===== config.mk =====
export PLATFORM = sky130hd
export DESIGN_NAME = glyph_atlas_shelf_packer_core
export DESIGN_NICKNAME = d
export VERILOG_FILES = /design/src/gasp_pkg.sv /design/src/glyph_atlas_shelf_packer_core.sv
export SDC_FILE = /design/constraint.sdc
export NUM_CORES = 1
export LEC_CHECK = 0
export BUFFER_PORTS_ARGS = -buffer_cell sky130_fd_sc_hd__buf_2
export CORE_UTILIZATION = 50
export CTS_CLUSTER_DIAMETER = 120
export DETAILED_ROUTE_END_ITERATION = 8
export GPL_TIMING_DRIVEN = 0
export PLACE_DENSITY = 0.67
export REMOVE_ABC_BUFFERS = 1
export SLEW_MARGIN = 10
export SYNTH_ARGS = -nofsm -noshare
export SYNTH_HDL_FRONTEND = slang
export SYNTH_SLANG_ARGS = --single-unit

===== constraint.sdc =====
create_clock -name clk -period 9.1 [get_ports clk]
set_input_delay 0.455 -clock clk [delete_from_list [all_inputs] [get_ports clk]]
set_output_delay 0.455 -clock clk [all_outputs]
set_load 0.01 [all_outputs]

===== src/gasp_pkg.sv =====
package gasp_pkg;

	// Result status codes.
	typedef enum logic [1:0] {
		ST_PLACED     = 2'd0,
		ST_LOAD_FAIL  = 2'd1,
		ST_NO_TEXTURE = 2'd2
	} status_t;

	// Configuration register indexes.
	localparam int unsigned CFG_IDX_W = 3;
	localparam logic [CFG_IDX_W-1:0] REG_GLYPH_COUNT = 3'd0;
	localparam logic [CFG_IDX_W-1:0] REG_CELL_WIDTH  = 3'd1;
	localparam logic [CFG_IDX_W-1:0] REG_CELL_HEIGHT = 3'd2;
	localparam logic [CFG_IDX_W-1:0] REG_PAD_PIXELS  = 3'd3;
	localparam logic [CFG_IDX_W-1:0] REG_MAX_TEX     = 3'd4;

	// Register reset values.
	localparam logic [15:0] RST_GLYPH_COUNT = 16'd256;
	localparam logic [9:0]  RST_CELL_WIDTH  = 10'd16;
	localparam logic [9:0]  RST_CELL_HEIGHT = 10'd16;
	localparam logic [7:0]  RST_PAD_PIXELS  = 8'd3;
	localparam logic [14:0] RST_MAX_TEX     = 15'd4096;

	// Smallest power of two that is >= x, with zero mapping to one.
	function automatic logic [15:0] pow2_ceil(input logic [14:0] x);
		logic [14:0] y;
		begin
			y = x - 15'd1;
			y = y | (y >> 1);
			y = y | (y >> 2);
			y = y | (y >> 4);
			y = y | (y >> 8);
			if (x == 15'd0) begin
				pow2_ceil = 16'd1;
			end else begin
				pow2_ceil = {1'b0, y} + 16'd1;
			end
		end
	endfunction

	// Texture edge: the smallest power of two not below v, limited to the maximum size.
	function automatic logic [14:0] clamp_size(input logic [27:0] v, input logic [14:0] mx);
		logic [15:0] p;
		begin
			p = pow2_ceil(v[14:0]);
			if (v > {13'd0, mx}) begin
				clamp_size = mx;
			end else if (p > {1'b0, mx}) begin
				clamp_size = mx;
			end else begin
				clamp_size = p[14:0];
			end
		end
	endfunction

endpackage


===== src/glyph_atlas_shelf_packer_core.sv =====
// Channel  | Direction | Handshake           | Payload
// ---------+-----------+---------------------+------------------------------------------
// in       | input     | in_valid / in_stall | glyph_ok, glyph_box_width
// out      | output    | out_valid/out_stall | status, texture_index, x_position,
//          |           |                     | y_position, texture_width, texture_height,
//          |           |                     | new_texture
// cfg      | input     | cfg_valid/cfg_ready | cfg_index, cfg_data
//
// A placed glyph passes through accept, evaluate, row check and result load;
// a failed load skips the row check. Opening a texture adds two multiplier
// passes, two clamps, two divider setups and two divider loops, and a first
// glyph may open two textures in turn. Reset restores the register
// defaults and empties the packer. in_stall is high while a request is in work;
// a finished result waits under out_stall while the next request is accepted.
module glyph_atlas_shelf_packer_core #(
	parameter int unsigned MAX_TEXTURES = 256
) (
	input  logic        clk,
	input  logic        arst_n,

	input  logic        in_valid,
	output logic        in_stall,
	input  logic        glyph_ok,
	input  logic [9:0]  glyph_box_width,

	output logic        out_valid,
	input  logic        out_stall,
	output logic [1:0]  status,
	output logic [7:0]  texture_index,
	output logic [13:0] x_position,
	output logic [13:0] y_position,
	output logic [14:0] texture_width,
	output logic [14:0] texture_height,
	output logic        new_texture,

	input  logic        cfg_valid,
	output logic        cfg_ready,
	input  logic [gasp_pkg::CFG_IDX_W-1:0] cfg_index,
	input  logic [15:0] cfg_data
);

	// Width of the open-texture counter, wide enough to hold MAX_TEXTURES itself.
	localparam int unsigned NT_W = $clog2(MAX_TEXTURES + 1);

	// The sequencer. The common path runs IDLE, EVAL, ROW, FINISH. Opening a texture
	// walks through the sizing states, which share one multiplier and one divider.
	typedef enum logic [3:0] {
		S_IDLE,
		S_EVAL,
		S_ROW,
		S_MUL_W,
		S_CLAMP_W,
		S_DIV_INIT,
		S_DIV_COLS,
		S_NEXT_DIV,
		S_DIV_ROWS,
		S_MUL_H,
		S_CLAMP_H,
		S_FINISH
	} state_t;

	state_t state_q;

	// Configuration registers.
	logic [15:0] glyph_count_q;
	logic [9:0]  cell_width_q;
	logic [9:0]  cell_height_q;
	logic [7:0]  pad_pixels_q;
	logic [14:0] max_tex_q;

	// Committed packer state.
	logic [14:0]     cursor_x_q;
	logic [14:0]     cursor_y_q;
	logic [NT_W-1:0] textures_open_q;
	logic [14:0]     current_width_q;
	logic [14:0]     current_height_q;
	logic [15:0]     remaining_q;

	// Working copy of the state for the request in flight.
	logic                ok_q;
	logic [9:0]          box_q;
	logic [14:0]         cx_q;
	logic [14:0]         cy_q;
	logic [NT_W-1:0]     nt_q;
	logic [14:0]         w_q;
	logic [14:0]         h_q;
	logic                opened_q;
	logic                first_q;
	gasp_pkg::status_t   stat_q;

	// Shared arithmetic: multiplier result register and divider registers.
	logic [27:0] v_q;
	logic [14:0] rem_q;
	logic [15:0] quo_q;
	logic [14:0] den_q;
	logic [3:0]  cnt_q;

	// Output register.
	logic                out_valid_q;
	gasp_pkg::status_t   status_q;
	logic [7:0]          texture_index_q;
	logic [13:0]         x_position_q;
	logic [13:0]         y_position_q;
	logic [14:0]         texture_width_q;
	logic [14:0]         texture_height_q;
	logic                new_texture_q;

	// The multiplier is shared between the width estimate (remaining glyphs
	// times cell width) and the height estimate (rows times cell height).
	logic [16:0] mul_a;
	logic [9:0]  mul_b;
	logic [26:0] mul_p;
	logic [8:0]  two_pad;

	assign two_pad = {pad_pixels_q, 1'b0};
	assign mul_a   = (state_q == S_MUL_H) ? ({1'b0, quo_q} + 17'd1) : {1'b0, remaining_q};
	assign mul_b   = (state_q == S_MUL_H) ? cell_height_q : cell_width_q;
	assign mul_p   = {10'd0, mul_a} * {17'd0, mul_b};

	// One restoring divider step: bring in the next dividend bit and subtract
	// the divisor when it fits.
	logic [15:0] div_cur;
	logic [15:0] div_diff;
	logic        div_ge;
	logic [14:0] rem_next;

	assign div_cur  = {rem_q, quo_q[15]};
	assign div_ge   = div_cur >= {1'b0, den_q};
	assign div_diff = div_cur - {1'b0, den_q};
	assign rem_next = div_ge ? div_diff[14:0] : div_cur[14:0];

	// Row and shelf checks on the working cursor. A row is closed once the
	// cursor has passed the last full cell; the cursor then drops one cell
	// height (saturating), and if that row no longer fits, the texture is full.
	logic [15:0] cx_reach;
	logic [15:0] cy_sum;
	logic [14:0] cy_next;
	logic [15:0] cy_reach;
	logic        row_full;
	logic        tex_full;
	logic        no_more_tex;

	assign cx_reach    = {1'b0, cx_q} + {6'd0, cell_width_q};
	assign row_full    = cx_reach > {1'b0, w_q};
	assign cy_sum      = {1'b0, cy_q} + {6'd0, cell_height_q};
	assign cy_next     = cy_sum[15] ? 15'h7FFF : cy_sum[14:0];
	assign cy_reach    = {1'b0, cy_next} + {6'd0, cell_height_q};
	assign tex_full    = cy_reach > {1'b0, h_q};
	assign no_more_tex = nt_q >= NT_W'(MAX_TEXTURES);

	// Cursor advance after a placement, saturating at the top of the range.
	logic [15:0] cx_adv;
	logic [14:0] cx_after;

	assign cx_adv   = {1'b0, cx_q} + {5'd0, {1'b0, box_q} + {3'd0, pad_pixels_q}};
	assign cx_after = cx_adv[15] ? 15'h7FFF : cx_adv[14:0];

	logic [NT_W-1:0] index_w;
	assign index_w = nt_q - NT_W'(1);

	// The finished result moves into the output register once that register is
	// free or is being emptied in the same cycle.
	logic out_load;
	assign out_load = (state_q == S_FINISH) && (!out_valid_q || !out_stall);

	assign in_stall       = (state_q != S_IDLE);
	assign cfg_ready      = (state_q == S_IDLE);
	assign out_valid      = out_valid_q;
	assign status         = status_q;
	assign texture_index  = texture_index_q;
	assign x_position     = x_position_q;
	assign y_position     = y_position_q;
	assign texture_width  = texture_width_q;
	assign texture_height = texture_height_q;
	assign new_texture    = new_texture_q;

	always_ff @(posedge clk or negedge arst_n) begin
		if (!arst_n) begin
			state_q          <= S_IDLE;
			glyph_count_q    <= gasp_pkg::RST_GLYPH_COUNT;
			cell_width_q     <= gasp_pkg::RST_CELL_WIDTH;
			cell_height_q    <= gasp_pkg::RST_CELL_HEIGHT;
			pad_pixels_q     <= gasp_pkg::RST_PAD_PIXELS;
			max_tex_q        <= gasp_pkg::RST_MAX_TEX;
			cursor_x_q       <= '0;
			cursor_y_q       <= '0;
			textures_open_q  <= '0;
			current_width_q  <= '0;
			current_height_q <= '0;
			remaining_q      <= gasp_pkg::RST_GLYPH_COUNT;
			ok_q             <= 1'b0;
			box_q            <= '0;
			cx_q             <= '0;
			cy_q             <= '0;
			nt_q             <= '0;
			w_q              <= '0;
			h_q              <= '0;
			opened_q         <= 1'b0;
			first_q          <= 1'b0;
			stat_q           <= gasp_pkg::ST_PLACED;
			v_q              <= '0;
			rem_q            <= '0;
			quo_q            <= '0;
			den_q            <= '0;
			cnt_q            <= '0;
			out_valid_q      <= 1'b0;
			status_q         <= gasp_pkg::ST_PLACED;
			texture_index_q  <= '0;
			x_position_q     <= '0;
			y_position_q     <= '0;
			texture_width_q  <= '0;
			texture_height_q <= '0;
			new_texture_q    <= 1'b0;
		end else begin
			// A new result takes the output register; otherwise the result
			// leaves once the consumer takes it.
			if (out_load) begin
				out_valid_q <= 1'b1;
			end else if (out_valid_q && !out_stall) begin
				out_valid_q <= 1'b0;
			end

			// Writing glyph_count also restarts the remaining count.
			if (cfg_valid && cfg_ready) begin
				case (cfg_index)
					gasp_pkg::REG_GLYPH_COUNT: begin
						glyph_count_q <= cfg_data;
						remaining_q   <= cfg_data;
					end
					gasp_pkg::REG_CELL_WIDTH:  cell_width_q  <= cfg_data[9:0];
					gasp_pkg::REG_CELL_HEIGHT: cell_height_q <= cfg_data[9:0];
					gasp_pkg::REG_PAD_PIXELS:  pad_pixels_q  <= cfg_data[7:0];
					gasp_pkg::REG_MAX_TEX:     max_tex_q     <= cfg_data[14:0];
					default: ;
				endcase
			end

			case (state_q)
				S_IDLE: begin
					if (in_valid) begin
						ok_q     <= glyph_ok;
						box_q    <= glyph_box_width;
						cx_q     <= cursor_x_q;
						cy_q     <= cursor_y_q;
						nt_q     <= textures_open_q;
						w_q      <= current_width_q;
						h_q      <= current_height_q;
						opened_q <= 1'b0;
						first_q  <= 1'b0;
						stat_q   <= gasp_pkg::ST_PLACED;
						state_q  <= S_EVAL;
					end
				end

				S_EVAL: begin
					if (!ok_q) begin
						stat_q  <= gasp_pkg::ST_LOAD_FAIL;
						state_q <= S_FINISH;
					end else if (nt_q == '0) begin
						// The very first glyph opens a texture and starts at the
						// padded corner; the row check follows the sizing.
						cx_q    <= {7'd0, pad_pixels_q};
						cy_q    <= {7'd0, pad_pixels_q};
						first_q <= 1'b1;
						state_q <= S_MUL_W;
					end else begin
						state_q <= S_ROW;
					end
				end

				S_ROW: begin
					if (row_full) begin
						cx_q <= {7'd0, pad_pixels_q};
						cy_q <= cy_next;
						if (tex_full) begin
							if (no_more_tex) begin
								stat_q  <= gasp_pkg::ST_NO_TEXTURE;
								state_q <= S_FINISH;
							end else begin
								first_q <= 1'b0;
								state_q <= S_MUL_W;
							end
						end else begin
							state_q <= S_FINISH;
						end
					end else begin
						state_q <= S_FINISH;
					end
				end

				S_MUL_W: begin
					v_q     <= {1'b0, mul_p} + {19'd0, two_pad};
					state_q <= S_CLAMP_W;
				end

				S_CLAMP_W: begin
					w_q     <= gasp_pkg::clamp_size(v_q, max_tex_q);
					state_q <= S_DIV_INIT;
				end

				S_DIV_INIT: begin
					// Columns = usable width over cell width; no usable width
					// gives a zero quotient, which becomes one column below.
					if (w_q > {6'd0, two_pad}) begin
						quo_q <= {1'b0, w_q - {6'd0, two_pad}};
					end else begin
						quo_q <= '0;
					end
					den_q   <= (cell_width_q == '0) ? 15'd1 : {5'd0, cell_width_q};
					rem_q   <= '0;
					cnt_q   <= '0;
					state_q <= S_DIV_COLS;
				end

				S_DIV_COLS: begin
					rem_q <= rem_next;
					quo_q <= {quo_q[14:0], div_ge};
					cnt_q <= cnt_q + 4'd1;
					if (cnt_q == 4'd15) begin
						state_q <= S_NEXT_DIV;
					end
				end

				S_NEXT_DIV: begin
					den_q   <= (quo_q == '0) ? 15'd1 : quo_q[14:0];
					quo_q   <= glyph_count_q;
					rem_q   <= '0;
					cnt_q   <= '0;
					state_q <= S_DIV_ROWS;
				end

				S_DIV_ROWS: begin
					rem_q <= rem_next;
					quo_q <= {quo_q[14:0], div_ge};
					cnt_q <= cnt_q + 4'd1;
					if (cnt_q == 4'd15) begin
						state_q <= S_MUL_H;
					end
				end

				S_MUL_H: begin
					v_q     <= {1'b0, mul_p};
					state_q <= S_CLAMP_H;
				end

				S_CLAMP_H: begin
					h_q      <= gasp_pkg::clamp_size(v_q, max_tex_q);
					nt_q     <= nt_q + NT_W'(1);
					opened_q <= 1'b1;
					if (first_q) begin
						state_q <= S_ROW;
					end else begin
						cy_q    <= {7'd0, pad_pixels_q};
						state_q <= S_FINISH;
					end
				end

				S_FINISH: begin
					if (out_load) begin
						status_q <= stat_q;
						if (stat_q == gasp_pkg::ST_PLACED) begin
							texture_index_q  <= 8'(index_w);
							x_position_q     <= cx_q[13:0];
							y_position_q     <= cy_q[13:0];
							texture_width_q  <= w_q;
							texture_height_q <= h_q;
							new_texture_q    <= opened_q;
							cursor_x_q       <= cx_after;
							cursor_y_q       <= cy_q;
							textures_open_q  <= nt_q;
							current_width_q  <= w_q;
							current_height_q <= h_q;
							if (remaining_q != '0) begin
								remaining_q <= remaining_q - 16'd1;
							end
						end else begin
							// A failed request reports the committed size and
							// leaves all state untouched.
							texture_index_q  <= '0;
							x_position_q     <= '0;
							y_position_q     <= '0;
							texture_width_q  <= current_width_q;
							texture_height_q <= current_height_q;
							new_texture_q    <= 1'b0;
						end
						state_q <= S_IDLE;
					end
				end

				default: begin
					state_q <= S_IDLE;
				end
			endcase
		end
	end

endmodule


==> results.py <==
metrics = {
    "outcome": {
        "outcome": "finished clean",
    },
    "yosys": {
        "synthesis.instances": 3103,
        "synth.avg_cell_area_um2": 8.758,
        "synthFlopType": "dfrtp_1",
        "yosysWarningCount": 0,
        "ys_types": 91,
        "syn_area_um2": 27170,
        "synth_edf_count": 0,
        "postSynth.asyncResetShare": 1.000,
        "ys_seq_area_frac": 0.3226,
        "ys_ff_latch": 350,
    },
    "cells_and_area": {
        "fillers": 4795,
        "final_common_cell": "nand2_1",
        "multi_input_area_um2": 17060,
        "syn_to_final_growth_pct": 10.18,
        "nets": 3523,
        "drive_gt1_frac": 0.1043,
        "seq_area_um2": 8767,
        "final_cell_mix": "530 x nand2_1, 343 x dfrtp_1, 273 x nor2_1",
    },
    "sta": {
        "fin_crit_sh": 0.9325,
        "timing.final.ws_setup_ns": 0.6140,
        "hold_viol": 0,
        "finClkSkew_ns": 0.02351,
        "rsz0062_at_grt": "no",
        "max-slew-margin-rel": 0.2665,
        "setup-violations-final": 0,
        "max_clock_freq_mhz": 117.8,
        "drv_slew": 0,
        "min_period_ns": 8.486,
        "worst_slew_pin_slew_ns": 1.098,
    },
    "worst_setup_path": {
        "critPathMaxFanout": 27,
        "critPathArrivalTime_ns": 8.96,
        "required_ns": 9.58,
        "startpoint_type": "flip-flop",
        "reg2reg_depth": 23,
        "reg2reg_to": "v_q[25]",
        "r2r_start": "state_q[3]",
        "r2r_setup_slack_ns": 0.61,
        "crit_type": "reg2reg",
        "endpoint_kind": "flip-flop",
    },
    "placement": {
        "place_ws_ns": -0.09258,
        "gp_congestion": 0.9402,
        "hpwlAfterDp_um": 61930,
        "numPortBuffers": 106,
    },
    "cts": {
        "cts_tree": "built",
        "clkLatencyLatePin_ns": 0.57,
        "cts_sinks": 350,
        "cts_post_setup_buffers_inserted": 0,
        "path_clk_slew_ns": 0.06,
        "cts.path.max_buffers": 3,
        "cts-root-buf": "clkbuf_16",
        "cts_max_level": 2,
        "cts-buffers-inserted": 41,
    },
    "floorplan": {
        "fp.coreArea_um2": 53710,
        "die_w_um": 235.1,
        "start_util": 0.5060,
        "chipHeight_um": 235.1,
        "fp-row-count": 85,
        "ios": 107,
        "die_area_um2": 55290,
    },
    "route": {
        "antenna_left": 0,
        "num_vias": 23100,
        "vias_per_cell": 5.953,
        "drc": 0,
        "first_pass_iters": 9,
        "drt_wl_total_um": 79500,
        "first_iter_violations": 1770,
        "wl_per_cell_um": 20.49,
    },
    "hold_path": {
        "holdPathStages": 3,
        "worstHoldStart": "glyph_box_width[5]",
        "min_to": "box_q[5]",
        "hold_class": "in2reg",
    },
    "flow_run": {
        "cap_violations": 0,
    },
    "global_route": {
        "grt_max_degree": 103,
        "grt_overflow_total": 0,
        "antenna_found_initial": 5,
        "grt_first_pass_wirelength_um": 126900,
        "track_usage": 0.2893,
        "grt_pass1_vias": 22660,
    },
}
## metal layers
metal,GRT usage,share of wire,vias to the layer above
met2,0.4866,0.48,749
met4,0.09689,0.035,6
met3,0.04139,0.059,165
met1,0.3831,0.42,11400
met5,0,0.00053,-
li1,-,-,10780
## synthesized netlist by cell type (10+ instances only)
master,n,share of area
nand2_1,531,0.073
dfrtp_1,343,0.32
nor2_1,279,0.039
inv_1,246,0.034
o21ai_0,206,0.038
ha_1,204,0.094
a21oi_1,150,0.028
fa_1,133,0.098
clkbuf_1,108,0.015
xnor2_1,84,0.027
mux2_2,54,0.022
nand3_1,54,0.0099
a21o_1,51,0.014
nor3_1,44,0.0081
xor2_1,44,0.014
a22oi_1,33,0.0091
o21a_1,33,0.0091
mux2i_1,32,0.012
nor2b_1,32,0.0074
nand2b_1,27,0.0062
a22o_1,26,0.0084
nand4_1,26,0.0060
nor4_1,19,0.0044
o211ai_1,18,0.0050
a211oi_1,17,0.0047
a221oi_1,17,0.0055
a31oi_1,17,0.0039
and3_1,14,0.0032
a222oi_1,13,0.0048
and2_1,13,0.0030
or3_1,13,0.0030
o21bai_1,12,0.0033
or2_2,11,0.0025
a221o_1,10,0.0037
o31ai_1,10,0.0028
## worst max-delay path by stage
stage | slack [ns] | depth (start not counted) | startpoint | to
floorplan | 0.38 | 24 | state_q[2] | v_q[25]
global placement | -2.23 | 7 | state_q[1] | remaining_q[11]
finish | 0.61 | 23 | state_q[3] | v_q[25]
CTS | 0.007 | 21 | state_q[3] | v_q[25]
detailed placement | -0.09 | 27 | state_q[3] | v_q[26]
global route | 0.06 | 28 | state_q[3] | v_q[26]
## worst max-delay path: stages (launching register included)
cell      delay, ns
dfrtp_1        0.58
nand2b_1       0.24
nor2_4         0.67
nor2_1         0.08
a21oi_1        0.74
inv_1          0.19
nand2_1        0.15
fa_1           0.45
fa_1           0.56
inv_1          0.07
fa_1           0.54
fa_1           0.57
inv_1          0.06
fa_1           0.53
inv_1          0.04
ha_1           0.21
nor4_1         0.61
a21o_1         0.29
a21oi_1        0.11
o311ai_1       0.60
nand4b_1       0.25
or4_1          0.56
xor2_1         0.17
o21ai_1        0.13
## state kept, by name, indices dropped and copies added (netlist names), 9 cells and up
register	count
box_q	10
cell_height_q	10
cell_width_q	10
cursor_x_q	15
cursor_y_q	15
cx_q	15
cy_q	15
den_q	15
glyph_count_q	16
h_q	15
max_tex_q	15
nt_q	9
quo_q	16
rem_q	15
remaining_q	16
texture_height	15
texture_width	15
textures_open_q	9
v_q	28
w_q	15
x_position	14
y_position	14
## per-stage QoR
stage / utilization / setup TNS (ns) / hold slack, ns / instances / cell area, um^2
4_1_cts: 0.5566 / 0 / 0.06647 / 3879 / 29890
2_1_floorplan: - / 0 / 0.1594 / 2975 / 26620
5_1_grt: 0.5574 / 0 / 0.08132 / 3879 / 29940
3_5_place_dp: 0.5304 / -0.3934 / 0.4569 / 3803 / 28490
3_3_place_gp: 0.5217 / -60.59 / 0.4523 / 3777 / 28020
6_report: 0.5575 / 0 / 0.08247 / 3880 / 29940
## repair_timing
item,in CTS,in global routing
hold endpoints to repair,82,0
endpoints found under the setup margin,7,5
gates resized for setup,3,4
hold buffers,1,0
## cell families (layout without fill, tap and decap cells)
group / Yosys count / after routing / synth area share
flip-flops: 350 / 350 / 0.3226
adder cells (fa/ha/maj): 337 / 337 / 0.1919
other: 0 / 1 / 0
AND/OR/NAND/NOR: 1122 / 1122 / 0.1851
multiplexers: 86 / 86 / 0.03416
buffers and inverters: 374 / 454 / 0.05456
XOR/XNOR: 129 / 129 / 0.04185
AO/OA/AOI/OAI: 705 / 705 / 0.1698
## layout make-up
type                       count  share of cell area
multi-input combinational   2379              0.5697
sequential                   350              0.2928
clock buffer                  57             0.03932
timing repair buffer         133             0.03122
inverter                     246             0.03084
tap                          696             0.02909
clock inverter                18            0.006937
antenna                        1          0.00008358
Power is left out: the tool's default activity adds up to more than one toggle a clock period on the data nets, which glitch-free logic cannot reach.
